File: config.mk
export PLATFORM = sky130hd
export DESIGN_NAME = polyprod_mac
export DESIGN_NICKNAME = d
export VERILOG_FILES = /design/src/sv/polyprod_pkg.sv /design/src/sv/polyprod_mac.sv
export SDC_FILE = /design/constraint.sdc
export NUM_CORES = 2
export LEC_CHECK = 0
export BUFFER_PORTS_ARGS = -buffer_cell sky130_fd_sc_hd__buf_2
export CORE_UTILIZATION = 65
export CTS_BUF_LIST = sky130_fd_sc_hd__clkbuf_8
export CTS_CLUSTER_SIZE = 25
export DETAILED_ROUTE_END_ITERATION = 10
export PLACE_DENSITY = 0.85
export SLEW_MARGIN = 20
export SYNTH_ARGS = -nofsm -noshare
export SYNTH_HDL_FRONTEND = slang
export SYNTH_SLANG_ARGS = --single-unit
File: constraint.sdc
create_clock -name clk -period 0.93 [get_ports clk]
set_clock_uncertainty 0.1 [all_clocks]
set_input_delay 0.186 -clock clk [delete_from_list [all_inputs] [get_ports clk]]
set_output_delay 0.186 -clock clk [all_outputs]
set_load 0.005 [all_outputs]
File: src/sv/polyprod_pkg.sv
package polyprod_pkg;

	// Coefficient format and default sizing
	localparam int COEF_W        = 32;
	localparam int PROD_W        = 2 * COEF_W;
	localparam int MAX_TERMS_DEF = 64;
	localparam int FRAC_BITS_DEF = 16;

	localparam logic signed [COEF_W-1:0] COEF_MAX = {1'b0, {(COEF_W-1){1'b1}}};
	localparam logic signed [COEF_W-1:0] COEF_MIN = {1'b1, {(COEF_W-1){1'b0}}};

	// Accumulator width: one shifted product plus growth over max_terms sums
	function automatic int acc_width(input int max_terms, input int frac_bits);
		return PROD_W - frac_bits + $clog2(max_terms + 1);
	endfunction

	// Controls broadcast to every cell of the ring
	typedef struct packed {
		logic                     p_shift;
		logic                     acc_shift;
		logic                     load;
		logic                     acc_clr;
		logic signed [COEF_W-1:0] seed;
	} cell_ctl_t;

endpackage

File: src/sv/polyprod_mac.sv
module polyprod_mac #(
	parameter int FRAC_BITS = polyprod_pkg::FRAC_BITS_DEF,
	parameter int ACC_W     = polyprod_pkg::acc_width(polyprod_pkg::MAX_TERMS_DEF,
		polyprod_pkg::FRAC_BITS_DEF)
) (
	input  logic                                   clk,
	input  logic                                   arst_n,
	input  logic                                   en,
	input  logic signed [polyprod_pkg::COEF_W-1:0] a,
	input  logic signed [polyprod_pkg::COEF_W-1:0] b,
	output logic                                   add_en,
	output logic signed [ACC_W-1:0]                addend
);
	import polyprod_pkg::*;

	logic signed [PROD_W-1:0] prod_s1;
	logic signed [PROD_W-1:0] shifted;
	logic                     en_s1;

	// Register the full product
	always_ff @(posedge clk) begin
		prod_s1 <= PROD_W'(a) * PROD_W'(b);
	end

	always_ff @(posedge clk or negedge arst_n) begin
		if (!arst_n) begin
			en_s1 <= 1'b0;
		end else begin
			en_s1 <= en;
		end
	end

	// Drop fraction bits, rounding toward minus infinity
	assign shifted = prod_s1 >>> FRAC_BITS;
	assign addend  = ACC_W'(shifted);
	assign add_en  = en_s1;

endmodule

[Word level (Yosys, flattened, before mapping)]
Index checks and enable logic that the tools add are counted.
Widths: inputs -> output; s select.
Storage, ports and cells
  bits in registers: 65
  logic and storage cells: 3
Operators by class
  multiply operators: 1
Operator list (number)
  $mul 32x32->64: 1

[Logic depth before layout (Yosys ltp)]
  depth in word-level cells: 1
  gate-level depth with buffers: 27

[Worst setup path before layout]
OpenSTA, ideal clock, no wires.
  path type: input-to-reg
  start: input a[31] in the netlist's numbering
  end: register prod_s1[63]
  setup time: 121 ps
  data arrival time: 7288 ps
  setup slack: -6579 ps
  stages on the path: 27
  cells stage by stage: clkbuf_1 -> nand2_1 -> inv_1 -> fa_1 -> inv_1 -> fa_1 -> inv_1 -> fa_1 -> fa_1 -> inv_1 -> fa_1 -> inv_1 -> fa_1 -> inv_1 -> fa_1 -> inv_1 -> fa_1 -> ha_1 -> a21oi_1 -> o211a_1 -> o31ai_1 -> a221oi_1 -> a21oi_1 -> o21ai_0 -> o21ai_1 -> o41a_1 -> xnor2_1
On the way
  longest elaborated chain between the ends: 1
RTL lines
  start: declaration: RTL line polyprod_mac.sv:9  | input logic signed [polyprod_pkg::COEF_W-1:0] a,
  $mul 32x32->64: RTL line polyprod_mac.sv:22  | prod_s1 <= PROD_W'(a) * PROD_W'(b);
  end signal: assignment: RTL line polyprod_mac.sv:22
  end: declaration: RTL line polyprod_mac.sv:16  | logic signed [PROD_W-1:0] prod_s1;
No other way between the ends.

[Worst setup path after layout]
  start: input a[23] in the netlist's numbering
  end: register prod_s1[60]
Same word-level chain as after synthesis.

==> reports/qor.csv <==
stage,metric,value,unit
outcome,outcome,"complete, but fails checks",
outcome,violations,negative setup slack,
sta,period_share,8.06,
global_route,grtUsageMet2,0.700,
global_route,grt_max_degree,28,
routing,drt_iter0_markers,3270,
placement,io_buffers,122,
global_route,grt_overflow_total,0,
sta,drv_slew,0,
synthesis,yosysUniqueCellTypes,56,
synthesis,synthArstFlopShare,0.0204,
flow_run,drv_cap,0,
synthesis,synth_nets,5156,
layout,drive_above_1_share,0.228,
routing,totalWireLength,126,mm
global_route,busiest_layer,met2,
sta,setup-tns-final,-291650,ps
clocking,root_buffer,clkbuf_8,
layout,design_area,44300,µm²
synthesis,ys_seq_area_frac,0.0270,
routing,dr_total_vias,30600,
layout,syn2layout_area_growth,21.2,%
critical_path,end_kind,register,
placement,dp_hpwl,85.6,mm
placement,place_congestion,0.962,
sta,rsz0062_at_grt,true,
routing,via_per_inst,6.11,
layout,layout_common_cells,"fa_1 (1,020), inv_1 (909), nand2_1 (494), and2_1 (466), buf_4 (384)",
critical_path,critical_path_arrival,7780,ps
global_route,first_global_vias,35000,
clocking,htreeDepth,2,
synthesis,ys_warn_count,0,
clocking,clk_pin_slew,170,ps
routing,detail-route-antenna-nets,0,
sta,maxSlewHeadroom,0.638,
synthesis,syn-cell-area,36600,µm²
floorplanning,io_pins,123,
layout,fillers,2794,
sta,hold_viol_final,0,
placement,dpl_cell_area,41000,µm²
worst_hold_path,hold_class,input port to register,
clocking,clockBufferDepth,2,
floorplanning,core,55300,µm²
global_route,grt_use_met1,0.464,
sta,setup-violations-final,104,
critical_path,cp_max_fo,16,
synthesis,yosys_most_used_dff,dfxtp_1,
floorplanning,die_w,239,µm
placement,dp_slack,-6880,ps
layout,final_common_cell,fa_1,
critical_path,worstSetupPathType,input port to register,
floorplanning,rows,86,
critical_path,cp_data_required_time,1220,ps
floorplanning,start_util,0.661,
synthesis,synth_cells,3828,
global_route,use_met3,0.139,
sta,period_minus_slack,7490,ps
floorplanning,die-area,57200,µm²
clocking,cts_sinks,49,
synthesis,synth.avg_cell_area,9.56,µm²
sta,timing.fmax,133,MHz
routing,post_drt_wl_per_cell,25.2,µm
synthesis,synth_edf_count,0,
layout,nets,5572,
global_route,antenna_found_initial,3,
routing,drc_errors,0,
global_route,grt_pass1_wl,185,mm
sta,layout_setup_ws,-6560,ps
routing,dr.pass1.iters,8,
floorplanning,die-height,239,µm
sta,worst_pin_slew,541,ps
global_route,grt_usage,0.434,
synthesis,ys_ff_latch,49,
clocking,cts_buffers,5,
critical_path,worstSetupStartpointType,input port,
clocking,cts_tree,yes,
==> layer usage <==
layer | vias to the layer above | share of wire
met5 | - | 0.00040
met4 | 4 | 0.11
met3 | 1163 | 0.13
met2 | 2609 | 0.47
met1 | 15100 | 0.29
li1 | 11700 | -
==> registers in the layout, summed over array words and instances (netlist names) <==
name / count
add_en: 1
prod_s1: 48
==> timing repair <==
action	4_1_cts	5_1_grt
resized for setup	456	158
hold endpoints to repair	2	0
gates cloned	2	2
pin swaps	190	142
hold buffers	3	0
setup buffers	57	28
endpoints found under the setup margin	104	104
==> stage by stage <==
step	cells	util	hold WS (ps)
6_report	4997	0.801	296
5_1_grt	4993	0.801	297
4_1_cts	4971	0.786	288
3_5_place_dp	4906	0.742	-137
3_3_place_gp	4906	0.742	-140
2_1_floorplan	3828	-	-210
==> cell usage after synthesis (3+ instances only) <==
cell | number | area share
a211oi_1 | 5 | 0.0010
a21o_1 | 21 | 0.0043
a21oi_1 | 48 | 0.0066
a221oi_1 | 3 | 0.00072
and2_1 | 512 | 0.088
and3_1 | 7 | 0.0012
buf_1 | 4 | 0.00041
buf_4 | 7 | 0.0014
clkbuf_1 | 200 | 0.021
dfxtp_1 | 48 | 0.026
fa_1 | 1081 | 0.59
ha_1 | 180 | 0.062
inv_1 | 950 | 0.097
nand2_1 | 513 | 0.053
nand2b_1 | 12 | 0.0021
nand3_1 | 12 | 0.0016
nand4_1 | 14 | 0.0024
nand4b_1 | 3 | 0.00072
nor2_1 | 46 | 0.0047
nor2b_1 | 4 | 0.00068
nor3_1 | 7 | 0.00096
nor4_1 | 3 | 0.00051
o2111ai_1 | 3 | 0.00072
o211a_1 | 3 | 0.00082
o211ai_1 | 3 | 0.00062
o21a_1 | 6 | 0.0012
o21ai_0 | 26 | 0.0036
o21bai_1 | 8 | 0.0016
o31ai_1 | 3 | 0.00062
xnor2_1 | 40 | 0.0096
xor2_1 | 23 | 0.0055
==> final cells by class <==
type | instances | area [µm²] | area share
flip-flops and latches | 49 | 1000 | 0.0227
well taps | 748 | 936 | 0.0211
clock inverters | 3 | 50.0 | 0.00113
clock buffers | 5 | 68.8 | 0.00155
diodes | 4 | 10.0 | 0.000226
multi-input cells | 2617 | 32800 | 0.740
inverters | 950 | 3570 | 0.0807
repair buffers | 621 | 5880 | 0.133
==> cell families after synthesis <==
family / after synthesis / share of synthesized area
AO/OA/AOI/OAI: 153 / 0.0282
XOR/XNOR: 63 / 0.0151
adder cells (fa/ha/maj): 1261 / 0.653
buffers and inverters: 1162 / 0.120
flip-flops: 49 / 0.0270
AND/OR/NAND/NOR: 1140 / 0.157
==> critical path, stage by stage <==
cell	delay (ps)
buf_6	170
buf_6	260
nand2_1	320
fa_1	850
inv_1	160
fa_1	590
fa_1	480
fa_1	630
fa_1	480
fa_1	510
inv_1	50
fa_1	500
inv_2	50
fa_1	560
ha_4	250
a21oi_4	130
o211a_1	200
o31ai_4	90
a221oi_2	310
a21oi_2	160
buf_4	190
o21ai_2	110
o211ai_1	140
a21oi_1	240
xnor2_1	170
==> final timing paths <==
path | start | cells past startpoint | slack [ps] | to
hold / removal | en | 2 | 300 | add_en
setup / recovery | a[23] | 25 | -6560 | prod_s1[60]
min in group asynchronous | arst_n | 3 | 480 | add_en
max in group asynchronous | arst_n | 3 | 150 | add_en
Power is left out: the tool's default activity adds up to more than one toggle a clock period on the data nets, which glitch-free logic cannot reach.
