**src/sv/polyprod_pkg.sv**
```systemverilog
package polyprod_pkg;

	// Coefficient format and default sizing
	localparam int COEF_W        = 32;
	localparam int PROD_W        = 2 * COEF_W;
	localparam int MAX_TERMS_DEF = 64;
	localparam int FRAC_BITS_DEF = 16;

	localparam logic signed [COEF_W-1:0] COEF_MAX = {1'b0, {(COEF_W-1){1'b1}}};
	localparam logic signed [COEF_W-1:0] COEF_MIN = {1'b1, {(COEF_W-1){1'b0}}};

	// Accumulator width: one shifted product plus growth over max_terms sums
	function automatic int acc_width(input int max_terms, input int frac_bits);
		return PROD_W - frac_bits + $clog2(max_terms + 1);
	endfunction

	// Controls broadcast to every cell of the ring
	typedef struct packed {
		logic                     p_shift;
		logic                     acc_shift;
		logic                     load;
		logic                     acc_clr;
		logic signed [COEF_W-1:0] seed;
	} cell_ctl_t;

endpackage

```
**src/sv/polyprod_cell.sv**
```systemverilog
module polyprod_cell #(
	parameter int ACC_W = polyprod_pkg::acc_width(polyprod_pkg::MAX_TERMS_DEF,
		polyprod_pkg::FRAC_BITS_DEF)
) (
	input  logic                                   clk,
	input  polyprod_pkg::cell_ctl_t                ctl,
	input  logic                                   seed_we,
	input  logic signed [polyprod_pkg::COEF_W-1:0] p_in,
	input  logic signed [ACC_W-1:0]                acc_in,
	input  logic                                   add_en,
	input  logic signed [ACC_W-1:0]                add_in,
	output logic signed [polyprod_pkg::COEF_W-1:0] p_out,
	output logic signed [ACC_W-1:0]                acc_out,
	output logic                                   sat
);
	import polyprod_pkg::*;

	logic signed [COEF_W-1:0] p_q;
	logic signed [ACC_W-1:0]  acc_q;
	logic [ACC_W-COEF_W:0]    upper;
	logic                     fits;
	logic signed [COEF_W-1:0] sat_val;

	// Clamp the accumulated term to the coefficient range
	always_comb begin
		upper   = acc_q[ACC_W-1:COEF_W-1];
		fits    = (&upper) | (~|upper);
		sat     = !fits;
		if (fits) begin
			sat_val = acc_q[COEF_W-1:0];
		end else if (acc_q[ACC_W-1]) begin
			sat_val = COEF_MIN;
		end else begin
			sat_val = COEF_MAX;
		end
	end

	// Product term: seed, load from accumulator, or pass along the ring
	always_ff @(posedge clk) begin
		if (seed_we) begin
			p_q <= ctl.seed;
		end else if (ctl.load) begin
			p_q <= sat_val;
		end else if (ctl.p_shift) begin
			p_q <= p_in;
		end
	end

	// Accumulator: clear, or pass along the ring and add the MAC result here
	always_ff @(posedge clk) begin
		if (ctl.acc_clr || ctl.load) begin
			acc_q <= '0;
		end else if (ctl.acc_shift) begin
			acc_q <= add_en ? (acc_in + add_in) : acc_in;
		end
	end

	assign p_out   = p_q;
	assign acc_out = acc_q;

endmodule

```
**config.mk**
```make
export PLATFORM = sky130hd
export DESIGN_NAME = polyprod_cell
export DESIGN_NICKNAME = d
export VERILOG_FILES = /design/src/sv/polyprod_pkg.sv /design/src/sv/polyprod_cell.sv
export SDC_FILE = /design/constraint.sdc
export NUM_CORES = 1
export LEC_CHECK = 0
export ABC_AREA = 1
export ABC_CLOCK_PERIOD_IN_PS = 4500
export BUFFER_PORTS_ARGS = -buffer_cell sky130_fd_sc_hd__buf_2
export CAP_MARGIN = 20
export CORE_UTILIZATION = 59
export CTS_CLUSTER_DIAMETER = 30
export DETAILED_ROUTE_END_ITERATION = 6
export PLACE_DENSITY = 0.88
export SYNTH_ARGS = -nofsm -noshare
export SYNTH_HDL_FRONTEND = slang
export SYNTH_SLANG_ARGS = --single-unit
```
**constraint.sdc**
```tcl
create_clock -name clk -period 4.5 [get_ports clk]
set_clock_uncertainty 0.15 [all_clocks]
set_input_delay 0.45 -clock clk [delete_from_list [all_inputs] [get_ports clk]]
set_output_delay 0.45 -clock clk [all_outputs]
set_load 0.02 [all_outputs]
```
* After elaboration in Yosys (flattened, before gate mapping) *
Index checks and enable logic that the tools add are counted.

operators by class
  $add $sub $neg = 1
  muxes and demuxes = 6
  bitwise operators = 1
  reduce and logical (&&, ||, !) cells = 6

operators with widths
  cell                count
  $mux W32            5
  $add A55 B55 Y55    1
  $mux W55            1
  $reduce_and A24 Y1  1
  $reduce_or A24 Y1   1
  $reduce_bool A3 Y1  1
  $logic_not A1 Y1    2
  $logic_or A1 B1 Y1  1
  $or A1 B1 Y1        1

storage, ports and cells
  bits in registers = 87
  output and inout bits = 88
  logic and storage cells = 16

* Depth between registers and ports, before layout *
  depth in word-level cells = 6
  depth in mapped cells = 15
  gate-level depth less buffers = 15

* Worst setup path before layout *
OpenSTA, ideal clock, no wires.

  path type = in2reg
  start = input ctl[33] in the netlist's numbering
  end = register p_q[0] (netlist: p_out[0]), enable pin
  setup time = 389 ps
  data arrival time = 1760 ps
  data required time = 3961 ps
  slack = 2201 ps
  stages = 4
  path buffers = 2
  cell sequence = clkbuf_1 buf_1 nor2_1 nand2_1

between the ends
  longest elaborated chain between the ends = 1

RTL lines
  element                       line                 RTL
  from (decl)                   polyprod_cell.sv:6   input polyprod_pkg::cell_ctl_t ctl,
  $reduce_bool A3 Y1 (no line)  n/a
  to (signal assigned)          polyprod_cell.sv:41  p_q <= ctl.seed;
  to (signal assigned)          polyprod_cell.sv:43  p_q <= sat_val;
  to (signal assigned)          polyprod_cell.sv:45  p_q <= p_in;
  to (decl)                     polyprod_cell.sv:18  logic signed [COEF_W-1:0] p_q;

Every way passes these cells.
A chain may end at the register's enable or synchronous reset.

* Final worst setup path *
  start = register acc_q[45] (netlist: acc_out[45])
  end = register p_q[12] (netlist: p_out[12]) (data pin)

between the ends
  longest elaborated chain between the ends = 6
  elaborated cells on any way between the ends = 7

RTL lines
  element                 line                 RTL
  from (decl)             polyprod_cell.sv:19  logic signed [ACC_W-1:0] acc_q;
  from (signal assigned)  polyprod_cell.sv:54  acc_q <= add_en ? (acc_in + add_in) : acc_in;
  $reduce_or A24 Y1       polyprod_cell.sv:27  fits = (&upper) | (~|upper);
  $logic_not A1 Y1        polyprod_cell.sv:27
  $or A1 B1 Y1 (*)        polyprod_cell.sv:27
  $mux W32 (*)            polyprod_cell.sv:29  if (fits) begin
  $mux W32 (*)            polyprod_cell.sv:42  end else if (ctl.load) begin
  $mux W32 (*)            polyprod_cell.sv:40  if (seed_we) begin

Mark *: on every way between the ends. The rest lies on a longest branch, timed or not.

==> flow_metrics.py <==
metrics = {
    "global_routing": {
        "grt_pass1_wl_mm": 53.3,
        "antenna_found_initial": 0,
        "gr-total-overflow": 0,
        "grt_pass1_vias": 10500,
        "grt_max_degree": 62,
        "grt_usage": 0.421,
    },
    "yosys": {
        "synth_top_area_share": 0.273,
        "synthArstFlopShare": 0,
        "ys_seq_area_frac": 0.216,
        "syn_nets": 1976,
        "synth_seq_cells": 87,
        "ys_warn_count": 0,
        "synth.lib_cells_used.distinct": 41,
        "synth_area_sq_mm": 0.00953,
        "synth.most_common_cell": "nand2_1",
        "synth_ff_type": "dfxtp_1",
        "synth.area.top_cells": "nand2_1 (27%), dfxtp_1 (12%), inv_1 (11%)",
        "synth_edf_count": 32,
        "yosys.area.top_type": "nand2_1",
        "synth_common_cells": "nand2_1 (694), inv_1 (267), nor2_1 (238), nand3_1 (89), a21oi_1 (83)",
        "avgSynthCellArea_sq_um": 5.48,
        "syn_inst": 1740,
    },
    "job": {
        "max_cap_violations": 0,
    },
    "timing": {
        "maxSlewHeadroom": 0.270,
        "drv_slew": 0,
        "hold_viol": 0,
        "min_period_ps": 2640,
        "period_share": 0.586,
        "fmax_mhz": 379,
        "rsz0062_at_grt": "no",
        "worstMarginPinSlew_ps": 1090,
        "fin_setup_tns_ps": 0,
        "setup_viol": 0,
    },
    "setup_path": {
        "cpMostUsedCell": "nand2_1",
        "crit_family": "simple AND/OR/NAND/NOR gates",
        "r2r_start": "acc_out[45]",
        "crit_required_ps": 4450,
        "cp.depth": 10,
        "max_stage_delay_ps": 500,
        "worstSetupEndpointType": "flop",
        "start_kind": "flop",
        "worstSetupPathType": "reg2reg",
        "startpoint": "acc_out[45]",
        "reg2reg_depth": 10,
        "worst-path-buf-inv": 2,
        "cp_slowest_cell": "dfxtp_1",
        "crit_chain": "nand4_1 -> nor4_1 -> nand2_1 -> nand2_1 -> buf_4 -> o21ai_2 -> inv_2 -> nand2_1 -> nand2_1 -> nand2_1",
        "reg2reg_to": "p_out[12]",
        "timing.critical_path.to": "p_out[12]",
        "rrSetupSlack_ps": 1860,
        "worst-path-max-fanout": 30,
        "crit_arrival_ps": 2590,
    },
    "clock_tree": {
        "clock-sinks": 87,
        "cts.path.max_buffers": 2,
        "postCtsSetupBuffers": 0,
        "cts-root-buf": "clkbuf_16",
        "post_cts_resized": 0,
        "h-tree-depth": 3,
        "cts_buffers": 9,
        "cts_tree": "yes",
        "holdBufCountCts": 0,
        "clock_latency_ps": 360,
        "path_clk_slew_ps": 80,
    },
    "place": {
        "portBuffers": 268,
        "finalWeightedCongestion": 1.04,
        "dp_hpwl_mm": 29.0,
        "place_area_sq_mm": 0.0110,
        "dp.cells": 2186,
    },
    "drt": {
        "drt_first_pass_iters": 5,
        "drtAntennaViolNets": 0,
        "drc": 0,
        "wl_mm": 35.6,
        "avgViaCountPerCell": 5.43,
        "drtIter0Drc": 1183,
        "vias": 12000,
        "wl_per_cell_um": 16.2,
    },
    "layout": {
        "area_growth_pct": 18.7,
        "fin_area_sq_mm": 0.0113,
        "fin_nets": 2217,
        "drive_gt1_frac": 0.186,
        "fin_cells": 2202,
        "num_antenna_cells": 0,
    },
    "die": {
        "start_util": 0.602,
        "rows": 46,
        "dieArea_sq_mm": 0.0167,
        "coreArea_sq_mm": 0.0158,
        "pin_count": 269,
        "fp.dieH_um": 129,
        "die_w_um": 129,
    },
    "power": {
        "irDropWorstVdd_v": 0.000188,
        "p_leak_nw": 6.48,
        "powerDensity_mw_per_mm2": 258,
    },
    "hold_path": {
        "hold_path_class": "in2reg",
    },
    "outcome": {
        "status": "complete, no violations",
    },
}
[cells in the final DEF (no fill, tap or decap), types with 12 or more instances in the layout]
| master | instances |
|---|---|
| o21ai_0 | 25 |
| dfxtp_1 | 55 |
| nor2_1 | 238 |
| a21oi_1 | 83 |
| nand2_1 | 694 |
| nand3_1 | 89 |
| buf_2 | 268 |
| nor2_2 | 25 |
| inv_1 | 267 |
| inv_2 | 21 |
| nand2_2 | 12 |
| ha_1 | 54 |
| edfxtp_1 | 32 |
| xor2_1 | 22 |
| nand4_1 | 18 |
[sequential cells by signal (all words and copies together), names as in the netlist]
signal,cells
acc_out,55
p_out,32
[final cells by class]
type | instances | area (sq um)
repair buffers | 273 | 1380
clock buffers | 10 | 229
well taps | 216 | 270
fillers | 1462 | 4510
multi-input cells | 1321 | 6200
flip-flops and latches | 87 | 2060
inverters | 289 | 1080
clock inverters | 6 | 92.6
[metal layers]
layer | global-route usage | part of all wire
met5 | 0 | 0
met4 | 0.193 | 0.042
met3 | 0.0677 | 0.11
met2 | 0.672 | 0.44
met1 | 0.559 | 0.41
[power by group]
group | total [mW] | internal (mW) | switching, mW
logic | 1.16 | 0.378 | 0.780
clock network | 0.846 | 0.492 | 0.354
registers | 0.915 | 0.878 | 0.0370
total | 2.92 | 1.75 | 1.17
[metrics by stage]
| step | util | hold slack [ps] | setup WS, ps | total power [mW] |
|---|---|---|---|---|
| after floorplan | - | 407 | 2200 | 1.67 |
| after global placement | 0.695 | 319 | 1750 | 2.03 |
| after detailed placement | 0.695 | 322 | 1730 | 2.05 |
| after CTS | 0.715 | 218 | 1930 | 2.88 |
| after global routing | 0.715 | 230 | 1670 | 3.06 |
| final | 0.715 | 223 | 1860 | 2.92 |
[worst min path at each step]
| stage | startpoint | endpoint | slack [ps] | depth (start not counted) |
|---|---|---|---|---|
| 2_1_floorplan | acc_out[10] | acc_out[10] | 410 | 2 |
| 3_3_place_gp | acc_out[5] | acc_out[5] | 320 | 2 |
| 3_5_place_dp | acc_out[19] | acc_out[19] | 320 | 2 |
| 4_1_cts | ctl[15] | p_out[15] | 220 | 3 |
| 5_1_grt | ctl[11] | p_out[11] | 230 | 3 |
| 6_report | ctl[11] | p_out[11] | 220 | 3 |
[kinds of logic (layout without fill, tap and decap cells)]
logic type | after synthesis | in the layout | synth area share
AOI/OAI and AO/OA | 136 | 136 | 0.0788
adders and majority gates | 55 | 55 | 0.0730
buffers and inverters | 332 | 578 | 0.133
xor gates and xnor gates | 25 | 25 | 0.0230
and+or+nand+nor | 1105 | 1105 | 0.476
DFF | 87 | 87 | 0.216
[worst reg2reg max path, stage by stage (launching register included)]
cell	delay (ps)
dfxtp_1	500
nand4_1	160
nor4_1	250
nand2_1	80
nand2_1	70
buf_4	300
o21ai_2	150
inv_2	410
nand2_1	170
nand2_1	100
nand2_1	50
(Power assumes the default switching activity.)
